### config.mk
export PLATFORM = sky130hd
export DESIGN_NAME = gray_minpool_binarize
export DESIGN_NICKNAME = d
export VERILOG_FILES = /design/src/rtl/gmb_pkg.sv /design/src/rtl/gmb_cfg.sv /design/src/rtl/gmb_luma.sv /design/src/rtl/gmb_pool.sv /design/src/rtl/gray_minpool_binarize.sv
export VERILOG_INCLUDE_DIRS = /design/src /design/src/rtl
export SDC_FILE = /design/constraint.sdc
export NUM_CORES = 1
export LEC_CHECK = 0
export BUFFER_PORTS_ARGS = -buffer_cell sky130_fd_sc_hd__clkbuf_2
export CORE_ASPECT_RATIO = 0.6
export CORE_UTILIZATION = 40
export DETAILED_ROUTE_END_ITERATION = 10
export SLEW_MARGIN = 20
export SYNTH_ARGS = -nofsm -noshare
export SYNTH_HDL_FRONTEND = slang
export SYNTH_SLANG_ARGS = --single-unit
### constraint.sdc
create_clock -name aclk -period 14.9 [get_ports aclk]
set_clock_uncertainty 0.05 [all_clocks]
set_input_delay 0 -clock aclk [delete_from_list [all_inputs] [get_ports aclk]]
set_output_delay 0 -clock aclk [all_outputs]
set_load 0.01 [all_outputs]
### src/rtl/gray_minpool_binarize_macros.svh
// ----------------------------------------------------------------------------
// gray_minpool_binarize_macros
// Assertion macros used by the gray min-pool binarizer RTL.
// ----------------------------------------------------------------------------
`ifndef GRAY_MINPOOL_BINARIZE_MACROS_SVH
`define GRAY_MINPOOL_BINARIZE_MACROS_SVH

// Same-cycle implication, sampled on aclk, off while in reset
`define GMB_ASSERT_IMP(label, ante, cons, msg) \
    label: assert property (@(posedge aclk) disable iff (!aresetn) \
        (ante) |-> (cons)) else $error(msg);

// Next-cycle implication, sampled on aclk, off while in reset
`define GMB_ASSERT_NXT(label, ante, cons, msg) \
    label: assert property (@(posedge aclk) disable iff (!aresetn) \
        (ante) |=> (cons)) else $error(msg);

`endif

### src/rtl/gmb_pkg.sv
// ----------------------------------------------------------------------------
// gmb_pkg
// Types and constants for the gray min-pool binarizer.
// ----------------------------------------------------------------------------
`timescale 1ns / 1ps

package gmb_pkg;

    // Window limits and derived sizes
    localparam int MAX_ROW_PIXELS = 64;
    localparam int MAX_FRAME_ROWS = 64;
    localparam int LINE_DEPTH     = MAX_ROW_PIXELS / 2;
    localparam int SLOT_W         = $clog2(LINE_DEPTH);
    localparam int COUNT_W        = 6;
    localparam int SIZE_W         = 7;
    localparam int PIX_W          = 16;
    localparam int GRAY_W         = 8;
    localparam int LUMA_W         = 24;

    localparam logic [SIZE_W-1:0] MAX_ROW_SIZE   = SIZE_W'(MAX_ROW_PIXELS);
    localparam logic [SIZE_W-1:0] MAX_FRAME_SIZE = SIZE_W'(MAX_FRAME_ROWS);
    localparam logic [SIZE_W-1:0] MIN_SIZE       = SIZE_W'(2);

    // Q0.16 luma weights and the 128.0 offset
    localparam logic [LUMA_W-1:0] W_RED      = LUMA_W'(13933);
    localparam logic [LUMA_W-1:0] W_GREEN    = LUMA_W'(46872);
    localparam logic [LUMA_W-1:0] W_BLUE     = LUMA_W'(4732);
    localparam logic [LUMA_W-1:0] OFFSET_Q16 = LUMA_W'(128 << 16);

    // Register reset values
    localparam logic [SIZE_W-1:0]        ROW_PIXELS_RST     = SIZE_W'(56);
    localparam logic [SIZE_W-1:0]        FRAME_ROWS_RST     = SIZE_W'(56);
    localparam logic signed [GRAY_W-1:0] KEEP_THRESHOLD_RST = 8'sd50;
    localparam logic signed [GRAY_W-1:0] FILL_VALUE_RST     = -8'sd120;

    // Configuration register indexes
    typedef enum logic [1:0] {
        CFG_ROW_PIXELS     = 2'd0,
        CFG_FRAME_ROWS     = 2'd1,
        CFG_KEEP_THRESHOLD = 2'd2,
        CFG_FILL_VALUE     = 2'd3
    } cfg_index_t;

    // Configuration as seen by the datapath
    typedef struct packed {
        logic [SIZE_W-1:0]        row_pixels;
        logic [SIZE_W-1:0]        frame_rows;
        logic signed [GRAY_W-1:0] keep_threshold;
        logic signed [GRAY_W-1:0] fill_value;
    } cfg_t;

    // One gray pixel handed from the luma stage to the pooling stage
    typedef struct packed {
        logic                     valid;
        logic                     frame_start;
        logic signed [GRAY_W-1:0] gray;
    } gray_item_t;

endpackage

### src/rtl/gmb_cfg.sv
// ----------------------------------------------------------------------------
// gmb_cfg
// Configuration register file: window size, threshold and fill value.
// ----------------------------------------------------------------------------
`timescale 1ns / 1ps

module gmb_cfg (
    input  logic                aclk,
    input  logic                aresetn,
    input  logic                cfg_valid,
    output logic                cfg_ready,
    input  gmb_pkg::cfg_index_t cfg_index,
    input  logic [7:0]          cfg_data,
    output gmb_pkg::cfg_t       cfg
);
    import gmb_pkg::*;

    cfg_t cfg_reg;
    cfg_t cfg_next;

    // Accept a write every cycle
    assign cfg_ready = 1'b1;
    assign cfg       = cfg_reg;

    // Decode the write transaction
    always_comb begin
        cfg_next = cfg_reg;
        if (cfg_valid) begin
            unique case (cfg_index)
                CFG_ROW_PIXELS:     cfg_next.row_pixels     = cfg_data[SIZE_W-1:0];
                CFG_FRAME_ROWS:     cfg_next.frame_rows     = cfg_data[SIZE_W-1:0];
                CFG_KEEP_THRESHOLD: cfg_next.keep_threshold = $signed(cfg_data);
                CFG_FILL_VALUE:     cfg_next.fill_value     = $signed(cfg_data);
                default:            cfg_next = cfg_reg;
            endcase
        end
    end

    // Hold the registers
    always_ff @(posedge aclk) begin
        if (!aresetn) begin
            cfg_reg.row_pixels     <= ROW_PIXELS_RST;
            cfg_reg.frame_rows     <= FRAME_ROWS_RST;
            cfg_reg.keep_threshold <= KEEP_THRESHOLD_RST;
            cfg_reg.fill_value     <= FILL_VALUE_RST;
        end else begin
            cfg_reg <= cfg_next;
        end
    end

endmodule

### src/rtl/gmb_luma.sv
// ----------------------------------------------------------------------------
// gmb_luma
// Input register and RGB565 to signed luma conversion.
// ----------------------------------------------------------------------------
`timescale 1ns / 1ps

module gmb_luma (
    input  logic                          aclk,
    input  logic                          aresetn,
    input  logic                          s_valid,
    output logic                          s_ready,
    input  logic [gmb_pkg::PIX_W-1:0]     s_pixel_rgb565,
    input  logic                          s_frame_start,
    output gmb_pkg::gray_item_t           item,
    input  logic                          item_take
);
    import gmb_pkg::*;

    logic             in_valid_reg;
    logic             in_valid_next;
    logic [PIX_W-1:0] pixel_reg;
    logic             frame_start_reg;

    logic [7:0]        red8;
    logic [7:0]        green8;
    logic [7:0]        blue8;
    logic [LUMA_W-1:0] luma_sum;
    logic [LUMA_W-1:0] pos_diff;
    logic [LUMA_W-1:0] neg_diff;
    logic [GRAY_W-1:0] gray_bits;

    // Take a new transaction when empty or when the pool stage drains this one
    assign s_ready = !in_valid_reg || item_take;

    always_comb begin
        in_valid_next = in_valid_reg;
        if (s_valid && s_ready) begin
            in_valid_next = 1'b1;
        end else if (item_take) begin
            in_valid_next = 1'b0;
        end
    end

    always_ff @(posedge aclk) begin
        if (!aresetn) begin
            in_valid_reg <= 1'b0;
        end else begin
            in_valid_reg <= in_valid_next;
        end
    end

    // Payload needs no reset
    always_ff @(posedge aclk) begin
        if (s_valid && s_ready) begin
            pixel_reg       <= s_pixel_rgb565;
            frame_start_reg <= s_frame_start;
        end
    end

    // Widen channels to 8 bits and weight them in Q0.16
    always_comb begin
        red8     = {pixel_reg[15:11], 3'b000};
        green8   = {pixel_reg[10:5], 2'b00};
        blue8    = {pixel_reg[4:0], 3'b000};
        luma_sum = LUMA_W'(red8) * W_RED + LUMA_W'(green8) * W_GREEN
                 + LUMA_W'(blue8) * W_BLUE;
        pos_diff = luma_sum - OFFSET_Q16;
        neg_diff = OFFSET_Q16 - luma_sum;
        // Subtract 128 and truncate toward zero
        if (luma_sum >= OFFSET_Q16) begin
            gray_bits = pos_diff[LUMA_W-1:16];
        end else begin
            gray_bits = 8'd0 - neg_diff[LUMA_W-1:16];
        end
    end

    assign item.valid       = in_valid_reg;
    assign item.frame_start = frame_start_reg;
    assign item.gray        = $signed(gray_bits);

endmodule

### src/rtl/gmb_pool.sv
// ----------------------------------------------------------------------------
// gmb_pool
// 2x2 minimum pooling with a half-row line store, threshold and result register.
// ----------------------------------------------------------------------------
`timescale 1ns / 1ps

module gmb_pool (
    input  logic                             aclk,
    input  logic                             aresetn,
    input  gmb_pkg::cfg_t                    cfg,
    input  gmb_pkg::gray_item_t              item,
    output logic                             item_take,
    output logic                             m_valid,
    input  logic                             m_ready,
    output logic signed [gmb_pkg::GRAY_W-1:0] m_pooled_value,
    output logic                             m_row_end,
    output logic                             m_frame_end
);
    import gmb_pkg::*;

    // Clamp to the legal range, then force even
    function automatic logic [SIZE_W-1:0] eff_size(input logic [SIZE_W-1:0] v,
                                                   input logic [SIZE_W-1:0] max_v);
        logic [SIZE_W-1:0] c;
        begin
            c = v;
            if (c < MIN_SIZE) c = MIN_SIZE;
            if (c > max_v) c = max_v;
            return {c[SIZE_W-1:1], 1'b0};
        end
    endfunction

    logic [COUNT_W-1:0]       col_reg;
    logic [COUNT_W-1:0]       col_next;
    logic [COUNT_W-1:0]       row_reg;
    logic [COUNT_W-1:0]       row_next;
    logic signed [GRAY_W-1:0] pair_reg;
    logic signed [GRAY_W-1:0] pair_next;
    logic signed [GRAY_W-1:0] line_reg [LINE_DEPTH];

    logic                     m_valid_reg;
    logic                     m_valid_next;
    logic signed [GRAY_W-1:0] m_value_reg;
    logic                     m_row_end_reg;
    logic                     m_frame_end_reg;

    logic [SIZE_W-1:0]        width;
    logic [SIZE_W-1:0]        height;
    logic [COUNT_W-1:0]       col_cur;
    logic [COUNT_W-1:0]       row_cur;
    logic [SLOT_W-1:0]        slot;
    logic signed [GRAY_W-1:0] pair_min;
    logic signed [GRAY_W-1:0] block_min;
    logic signed [GRAY_W-1:0] result_value;
    logic                     produces;
    logic                     line_write;
    logic                     last_col;
    logic                     last_row;
    logic                     out_free;
    logic [SIZE_W-1:0]        col_inc;
    logic [SIZE_W-1:0]        row_inc;

    assign width  = eff_size(cfg.row_pixels, MAX_ROW_SIZE);
    assign height = eff_size(cfg.frame_rows, MAX_FRAME_SIZE);

    // Position of this pixel; frame start restarts both counters
    assign col_cur = item.frame_start ? '0 : col_reg;
    assign row_cur = item.frame_start ? '0 : row_reg;
    assign slot    = col_cur[SLOT_W:1];

    // Pair and block minima
    assign pair_min  = (item.gray < pair_reg) ? item.gray : pair_reg;
    assign block_min = (line_reg[slot] < pair_min) ? line_reg[slot] : pair_min;
    assign result_value = (block_min > cfg.keep_threshold) ? block_min : cfg.fill_value;

    assign produces   = col_cur[0] && row_cur[0];
    assign line_write = item_take && col_cur[0] && !row_cur[0];
    assign last_col   = ({1'b0, col_cur} == (width - SIZE_W'(1)));
    assign last_row   = ({1'b0, row_cur} == (height - SIZE_W'(1)));

    // Drain the pixel unless its result would overwrite a waiting one
    assign out_free  = !m_valid_reg || m_ready;
    assign item_take = item.valid && (!produces || out_free);

    // Advance counters and the pair register
    always_comb begin
        col_inc   = {1'b0, col_cur} + SIZE_W'(1);
        row_inc   = {1'b0, row_cur} + SIZE_W'(1);
        col_next  = col_reg;
        row_next  = row_reg;
        pair_next = pair_reg;
        if (item_take) begin
            if (!col_cur[0]) begin
                pair_next = item.gray;
            end
            if (col_inc >= width) begin
                col_next = '0;
                row_next = (row_inc >= height) ? '0 : row_inc[COUNT_W-1:0];
            end else begin
                col_next = col_inc[COUNT_W-1:0];
                row_next = row_cur;
            end
        end
    end

    always_ff @(posedge aclk) begin
        if (!aresetn) begin
            col_reg  <= '0;
            row_reg  <= '0;
            pair_reg <= '0;
        end else begin
            col_reg  <= col_next;
            row_reg  <= row_next;
            pair_reg <= pair_next;
        end
    end

    // Line store holds pair minima of the even row; no reset
    always_ff @(posedge aclk) begin
        if (line_write) begin
            line_reg[slot] <= pair_min;
        end
    end

    // Result register: load on a producing pixel, drop once taken
    always_comb begin
        m_valid_next = m_valid_reg;
        if (item_take && produces) begin
            m_valid_next = 1'b1;
        end else if (m_ready) begin
            m_valid_next = 1'b0;
        end
    end

    always_ff @(posedge aclk) begin
        if (!aresetn) begin
            m_valid_reg <= 1'b0;
        end else begin
            m_valid_reg <= m_valid_next;
        end
    end

    always_ff @(posedge aclk) begin
        if (item_take && produces) begin
            m_value_reg     <= result_value;
            m_row_end_reg   <= last_col;
            m_frame_end_reg <= last_col && last_row;
        end
    end

    assign m_valid        = m_valid_reg;
    assign m_pooled_value = m_value_reg;
    assign m_row_end      = m_row_end_reg;
    assign m_frame_end    = m_frame_end_reg;

endmodule

### src/rtl/gray_minpool_binarize.sv
// ----------------------------------------------------------------------------
// gray_minpool_binarize
// RGB565 pixels to signed luma, 2x2 minimum pooling and threshold.
// ----------------------------------------------------------------------------
//  channel | direction | payload
//  s_      | in        | pixel_rgb565[15:0], frame_start
//  m_      | out       | pooled_value[7:0] signed, row_end, frame_end
//  cfg_    | in        | cfg_index[1:0], cfg_data[7:0]
//
//  One pixel per clock sustained while the m_ channel does not stall; an
//  accepted pixel passes the input register, then the result register,
//  before its result is valid and can be taken.
//  The pooling stage is a single pass: counters, pair register and a
//  32-entry line store of flops are updated in the cycle a pixel drains.
//  Synchronous active-low reset clears counters, pair minimum and valids;
//  the line store is not cleared. A stalled m_ channel holds one result and
//  one more pixel; pixels that produce no result keep draining.
// ----------------------------------------------------------------------------
`timescale 1ns / 1ps

`include "gray_minpool_binarize_macros.svh"

module gray_minpool_binarize (
    input  logic                              aclk,
    input  logic                              aresetn,
    input  logic                              s_valid,
    output logic                              s_ready,
    input  logic [gmb_pkg::PIX_W-1:0]         s_pixel_rgb565,
    input  logic                              s_frame_start,
    output logic                              m_valid,
    input  logic                              m_ready,
    output logic signed [gmb_pkg::GRAY_W-1:0] m_pooled_value,
    output logic                              m_row_end,
    output logic                              m_frame_end,
    input  logic                              cfg_valid,
    output logic                              cfg_ready,
    input  gmb_pkg::cfg_index_t               cfg_index,
    input  logic [7:0]                        cfg_data
);
    import gmb_pkg::*;

    cfg_t       cfg;
    gray_item_t item;
    logic       item_take;

    // Configuration registers
    gmb_cfg u_cfg (
        .aclk      (aclk),
        .aresetn   (aresetn),
        .cfg_valid (cfg_valid),
        .cfg_ready (cfg_ready),
        .cfg_index (cfg_index),
        .cfg_data  (cfg_data),
        .cfg       (cfg)
    );

    // Input register and luma
    gmb_luma u_luma (
        .aclk           (aclk),
        .aresetn        (aresetn),
        .s_valid        (s_valid),
        .s_ready        (s_ready),
        .s_pixel_rgb565 (s_pixel_rgb565),
        .s_frame_start  (s_frame_start),
        .item           (item),
        .item_take      (item_take)
    );

    // Pooling, threshold and result register
    gmb_pool u_pool (
        .aclk           (aclk),
        .aresetn        (aresetn),
        .cfg            (cfg),
        .item           (item),
        .item_take      (item_take),
        .m_valid        (m_valid),
        .m_ready        (m_ready),
        .m_pooled_value (m_pooled_value),
        .m_row_end      (m_row_end),
        .m_frame_end    (m_frame_end)
    );

    // Frame end only ever comes with row end
    `GMB_ASSERT_IMP(a_frame_end_row_end, m_valid && m_frame_end, m_row_end, "frame_end without row_end")

    // Result is either a kept minimum or the fill value
    `GMB_ASSERT_IMP(a_result_value, m_valid, (m_pooled_value > cfg.keep_threshold) || (m_pooled_value == cfg.fill_value), "pooled value neither kept nor fill")

    // An accepted transaction sits in the input register next cycle
    `GMB_ASSERT_NXT(a_accept_loads, s_valid && s_ready, item.valid, "accepted pixel not registered")

    // Input back-pressure only while a pixel is held
    `GMB_ASSERT_IMP(a_ready_when_empty, !s_ready, item.valid && !item_take, "s_ready low with free input register")

endmodule

==> results of run 1 <==
through the flow:
step / worst slack, ps / instance area, um^2 / utilization, %
global placement: 1180 / 20300 / 42.4
floorplan: 1380 / 19400 / -
CTS: 699 / 21700 / 45.4
detailed placement: 738 / 20300 / 42.4
finish: 1020 / 21700 / 45.5
global route: 80.2 / 21700 / 45.5
what timing repair did:
item / 4_1_cts / 5_1_grt
hold buffers: 36 / 0
setup buffers: 0 / 1
endpoints found under the setup margin: 0 / 8
endpoints found under the hold margin: 47 / 0
resized for setup: 0 / 3
critical path: cells and delay by family (launching register included):
kind / cells / cell delay [ps]
AO/OA/AOI/OAI: 27 / 5310
XOR/XNOR: 2 / 550
adder cells (fa/ha/maj): 9 / 3650
buffers and inverters: 3 / 220
flip-flops: 1 / 520
multiplexers: 4 / 1210
AND/OR/NAND/NOR: 13 / 2120
worst paths after layout:
kind	start	to	slack, ps	cells past startpoint
worst max register to register	u_luma.pixel_reg[2]	u_pool.m_pooled_value[5]	1020	58
worst min register to register	u_cfg.cfg[14]	u_cfg.cfg[14]	430	2
worst min-delay path	s_pixel_rgb565[11]	u_luma.pixel_reg[11]	140	2
worst max-delay path	u_luma.pixel_reg[2]	u_pool.m_pooled_value[5]	1020	58
cells in the mapped netlist, drive strengths merged (9+ instances only):
cell    number
ha         154
nand3b       9
a21oi       67
inv        155
and3        13
a222oi      47
mux2        56
nor2b       31
nor3        18
o211ai      12
fa          48
o21ai       52
nand2      114
a22oi        9
o21bai      17
a21boi      18
dfxtp       50
edfxtp     283
nand2b      10
mux2i       35
xor2        21
clkbuf      46
a221oi      16
a31oi       13
xnor2       45
o21a        16
o22ai       32
nand3       28
a211oi      10
a21o        18
nor2       103
buf         18
per-layer routing:
layer	routed length, um	part of all wire, %	track usage, %	vias to the layer above
li1	-	-	-	6287
met3	4870	9.5	4.64	54
met1	26600	52	34.2	6603
met2	19000	37	26.7	556
met4	663	1.3	3.39	0
met5	0	0	0	-
kinds of logic after synthesis:
logic type	Yosys count
other	1
buffers and inverters	221
DFF	333
muxes	91
and+or+nand+nor	382
xor gates and xnor gates	66
AOI/OAI and AO/OA	360
adders and majority gates	202
area by class of cell:
class                   instances  area (um^2)  area share (%)
multi-input cells            1102         9050            41.6
clock inverters                17          194           0.892
inverters                     157          589            2.71
repair buffers                 94          688            3.17
clock buffers                  43          906            4.17
well taps                     640          801            3.69
flip-flops and latches        333         9500            43.7
==> run summary, run 1 <==
Max reg flops -> 256
Final Setup Violations -> 0
Tightest Pin Transition -> 1050 ps
Initial antenna violation count -> 0
Layout fillers -> 4,443
Most frequent cells in the layout -> sky130_fd_sc_hd__edfxtp_1, sky130_fd_sc_hd__inv_1, sky130_fd_sc_hd__ha_1, sky130_fd_sc_hd__nand2_1, sky130_fd_sc_hd__nor2_1
Crit path max-delay cell type -> sky130_fd_sc_hd__fa_1
Largest family of logic cells by synthesized area -> adder cells
Vertical extent of the die -> 172 um
Clock insertion delay at the later pin of the skew report -> 530 ps
Aggregate negative setup slack -> 0 ps
Cell types with the largest area share after synthesis -> sky130_fd_sc_hd__edfxtp_1, sky130_fd_sc_hd__ha_1, sky130_fd_sc_hd__dfxtp_1, sky130_fd_sc_hd__fa_1, sky130_fd_sc_hd__inv_1
Effective utilization at floorplan -> 40.5%
Count of final max-slew check failures -> 0
Clock Pin Slew Worst Setup and Hold Paths -> 70 ps
Minimum clock period after layout -> 13,880 ps
Post-synth net total -> 1,890
Hold Vio Cnt, Final -> 0
Total clock sinks -> 333
Remaining global-route overflow -> 0
Proportion of synthesized chip area in sequential cells -> 49.1%
Count of unresolved DRC violations after routing -> 0
Library cell appearing most often on the critical path -> sky130_fd_sc_hd__a21oi_1
Dpl hpwl -> 36,800 um
Fraction of the mapped netlist area in compound gates -> 13.6%
Aggregate global-route resource usage -> 20.7%
Area Overhead vs Synth -> 12.3%
RSZ-0062 raised after global routing -> no
Share of the cycle needed by the critical path after routing -> 93.2%
Synth Area in XOR/XNOR -> 3.06%
Cell Count, Final, Fillers Out -> 2,386
Drt initial violations -> 1,433
Average routed wire per standard cell -> 21.4 um
Status -> complete, no violations
Area share of the largest cell type after synthesis -> 43.9%
Slowest stage delay, CP -> 650 ps
Vias after detailed routing -> 13,500
Achievable clock frequency -> 72.0 MHz
Clock tree from TritonCTS -> done
Netlist Area Pre-Place -> 19,400 um^2
Yosys warnings -> 0
# Max-Cap Violations -> 0
Via density -> 5.66
Detailed-routing iteration count for the pre-antenna-repair pass -> 9
Antenna Nets Post-Route -> 0
Total wire length -> 51,100 um
Vias in the first global route -> 12,600
Final net count -> 1,957
Horiz. Die Dim -> 286 um
Critical Setup Path Class -> register to register
Inst Count DP -> 2,289
Maximum fanout along the worst path -> 15
Simple logic cell fraction of the synthesized area -> 9.77%
Mean instance size in the synthesized netlist -> 11.7 um^2
Max clock buf depth -> 3
Floorplan core area -> 47,800 um^2
Boundary Pins -> 45
Maximum number of pins on one net before global-route repair -> 55
Cell type contributing the most total cell area after synthesis -> sky130_fd_sc_hd__edfxtp_1
Global-route wire length before repair -> 76,900 um
Antenna diode instance count -> 0
Endpoint arrival time on the critical path -> 14,100 ps
WHS -> 137 ps
Commonest register cell after synthesis -> sky130_fd_sc_hd__edfxtp_1
Num CTS Buffers -> 35
Number of distinct library cells after synthesis -> 85
Rows -> 62
Adder-cell share of the synthesized area -> 14.9%
Deepest level of the CTS H-tree -> 2
Most common cell after layout, fill and taps aside -> sky130_fd_sc_hd__edfxtp_1
Slew HR -> 29.8%
Syn Inst Count -> 1,656
Share of synthesized area spent on multiplexers -> 5.16%
Startpoint type of the worst setup path -> register
Layout cell share with drive strength beyond 1 -> 10.9%
Routability congestion estimate from global placement -> 0.893
Worst Setup End Kind -> register
Die outline area -> 49,300 um^2
Required arrival time at the worst endpoint -> 15,120 ps
Clock root buffer -> sky130_fd_sc_hd__clkbuf_16
IO buf count -> 43
Post-synthesis sequential element count -> 333
Share of flip-flops with an asynchronous set or reset -> 0%
Worst hold path type -> primary input to register
Number of flops mapped to enable cells by yosys -> 283
Power of run 1 is left out: the tool's default activity adds up to more than one toggle a clock period on the data nets, which glitch-free logic cannot reach.
==> run 2: changes to the inputs <==
--- a/config.mk
+++ b/config.mk
@@ -9,7 +9,9 @@
 export BUFFER_PORTS_ARGS = -buffer_cell sky130_fd_sc_hd__clkbuf_2
 export CORE_ASPECT_RATIO = 0.6
 export CORE_UTILIZATION = 40
+export CTS_CLUSTER_DIAMETER = 50
 export DETAILED_ROUTE_END_ITERATION = 10
+export RECOVER_POWER = 100
 export SLEW_MARGIN = 20
 export SYNTH_ARGS = -nofsm -noshare
 export SYNTH_HDL_FRONTEND = slang
==> run 2 against run 1 <==
  * Largest cell class unchanged
  * The flow now finishes with violations (capacitance limit, slew limit)
  * Clock-buffer cell count up 6
  * Cell count rose by 0.38%
  * Wire length is 0.30% higher
  * Highest routed layer unchanged
  * Die area stayed put
==> run summary, run 2 (synthesis results as in run 1) <==
# Max-Cap Violations -> 10
Internal reg-to-reg setup slack -> 1000 ps
Drt initial violations -> 1,375
Maximum fanout along the worst path -> 15
Antenna Nets Post-Route -> 0
Clock tree from TritonCTS -> done
Horiz. Die Dim -> 286 um
IO buf count -> 43
Deepest level of the CTS H-tree -> 2
Die outline area -> 49,300 um^2
Routability congestion estimate from global placement -> 0.893
Worst Setup End Kind -> register
Average routed wire per standard cell -> 21.4 um
Floorplan core area -> 47,800 um^2
Minimum setup slack after placement -> 738 ps
Slew HR -> -100%
FF-to-FF path depth -> 58
Final worst setup slack -> 999 ps
Num CTS Buffers -> 38
Max clock buf depth -> 3
Remaining global-route overflow -> 0
Global-route wire length before repair -> 77,200 um
Boundary Pins -> 45
Rows -> 62
Required arrival time at the worst endpoint -> 15,130 ps
Crit path max-delay cell type -> sky130_fd_sc_hd__fa_1
Final net count -> 1,961
Maximum number of pins on one net before global-route repair -> 55
Vias in the first global route -> 12,600
Via density -> 5.63
Detailed-routing iteration count for the pre-antenna-repair pass -> 7
Reg-to-Reg Start -> u_luma.pixel_reg[2]
Slowest stage delay, CP -> 650 ps
RSZ-0062 raised after global routing -> no
Worst setup endpoint -> u_pool.m_pooled_value[1]
Achievable clock frequency -> 71.9 MHz
Count of unresolved DRC violations after routing -> 0
Worst reg2reg path endpoint -> u_pool.m_pooled_value[1]
Initial antenna violation count -> 0
WHS -> 124 ps
Total clock sinks -> 333
Aggregate negative setup slack -> 0 ps
Placement-stage cell area -> 20,300 um^2
Area Overhead vs Synth -> 12.2%
Tightest Pin Transition -> 3000 ps
Max reg flops -> 256
Layout cell share with drive strength beyond 1 -> 9.12%
Worst hold path type -> primary input to register
Clock root buffer -> sky130_fd_sc_hd__clkbuf_16
Failing checks -> capacitance limit, slew limit
CP Launch Point -> u_luma.pixel_reg[2]
Endpoint arrival time on the critical path -> 14,130 ps
Count of final max-slew check failures -> 360
Minimum clock period after layout -> 13,900 ps
Effective utilization at floorplan -> 40.5%
Aggregate global-route resource usage -> 20.8%
Clock insertion delay at the later pin of the skew report -> 550 ps
Most frequent cells in the layout -> sky130_fd_sc_hd__edfxtp_1, sky130_fd_sc_hd__inv_1, sky130_fd_sc_hd__ha_1, sky130_fd_sc_hd__nand2_1, sky130_fd_sc_hd__nor2_1
Layout fillers -> 4,446
Library cell appearing most often on the critical path -> sky130_fd_sc_hd__a21oi_1
Vertical extent of the die -> 172 um
Clock Pin Slew Worst Setup and Hold Paths -> 60 ps
Number of instances on the worst hold path -> 2
Total wire length -> 51,200 um
Final non-filler cell area -> 21,700 um^2
Share of the cycle needed by the critical path after routing -> 93.3%
Startpoint type of the worst setup path -> register
Critical Setup Path Class -> register to register
Status -> finished, violations left
Final Setup Violations -> 0
Dpl hpwl -> 36,800 um
Hold Vio Cnt, Final -> 0
Antenna diode instance count -> 0
Most common cell after layout, fill and taps aside -> sky130_fd_sc_hd__edfxtp_1
Vias after detailed routing -> 13,500
==> run 2: metrics by stage <==
step,utilization (%),std cells
6_report,45.5,2395
5_1_grt,45.5,2395
4_1_cts,45.6,2394
3_5_place_dp,42.4,2289
3_3_place_gp,42.4,2289
2_1_floorplan,-,1656
==> run 2: layout make-up <==
class / count / area, um^2 / area share (%)
Multi-Input combinational cell: 1102 / 9010 / 41.5
Clock inverter: 19 / 170 / 0.783
Sequential cell: 333 / 9500 / 43.7
Inverter: 157 / 589 / 2.71
Tap cell: 640 / 801 / 3.69
Clock buffer: 49 / 1010 / 4.67
Timing Repair Buffer: 95 / 639 / 2.94
==> run 2: routing by layer <==
metal | wire [um] | vias up | GRT usage [%]
met1 | 26200 | 6588 | 34.0
li1 | - | 6302 | -
met5 | 0 | - | 0
met2 | 19200 | 540 | 26.8
met4 | 737 | 0 | 3.74
met3 | 5070 | 57 | 5.03
==> run 2: timing repair <==
| item | 4_1_cts | 5_1_grt |
|---|---|---|
| endpoints found under the hold margin | 47 | 0 |
| buffers inserted | 0 | 1 |
| resized for setup | 0 | 3 |
| hold buffers | 37 | 0 |
| endpoints found under the setup margin | 0 | 8 |
==> run 2: how the worst min path moves through the flow <==
stage | from | slack, ps | endpoint
after floorplan | s_frame_start | 50 | u_luma.frame_start_reg
after global placement | s_pixel_rgb565[11] | 130 | u_luma.pixel_reg[11]
after detailed placement | s_pixel_rgb565[14] | 130 | u_luma.pixel_reg[14]
after CTS | s_pixel_rgb565[14] | 90 | u_luma.pixel_reg[14]
after global routing | s_pixel_rgb565[11] | 110 | u_luma.pixel_reg[11]
final | s_pixel_rgb565[11] | 120 | u_luma.pixel_reg[11]
==> run 2: critical path, delay by kind of cell (launching register included) <==
family | cells | cell delay (ps)
buffers and inverters | 3 | 220
AND/OR/NAND/NOR | 13 | 2130
adder cells (fa/ha/maj) | 9 | 3650
multiplexers | 4 | 1200
AO/OA/AOI/OAI | 27 | 5290
flip-flops | 1 | 510
XOR/XNOR | 2 | 590
Power of run 2 is left out for the same reason.
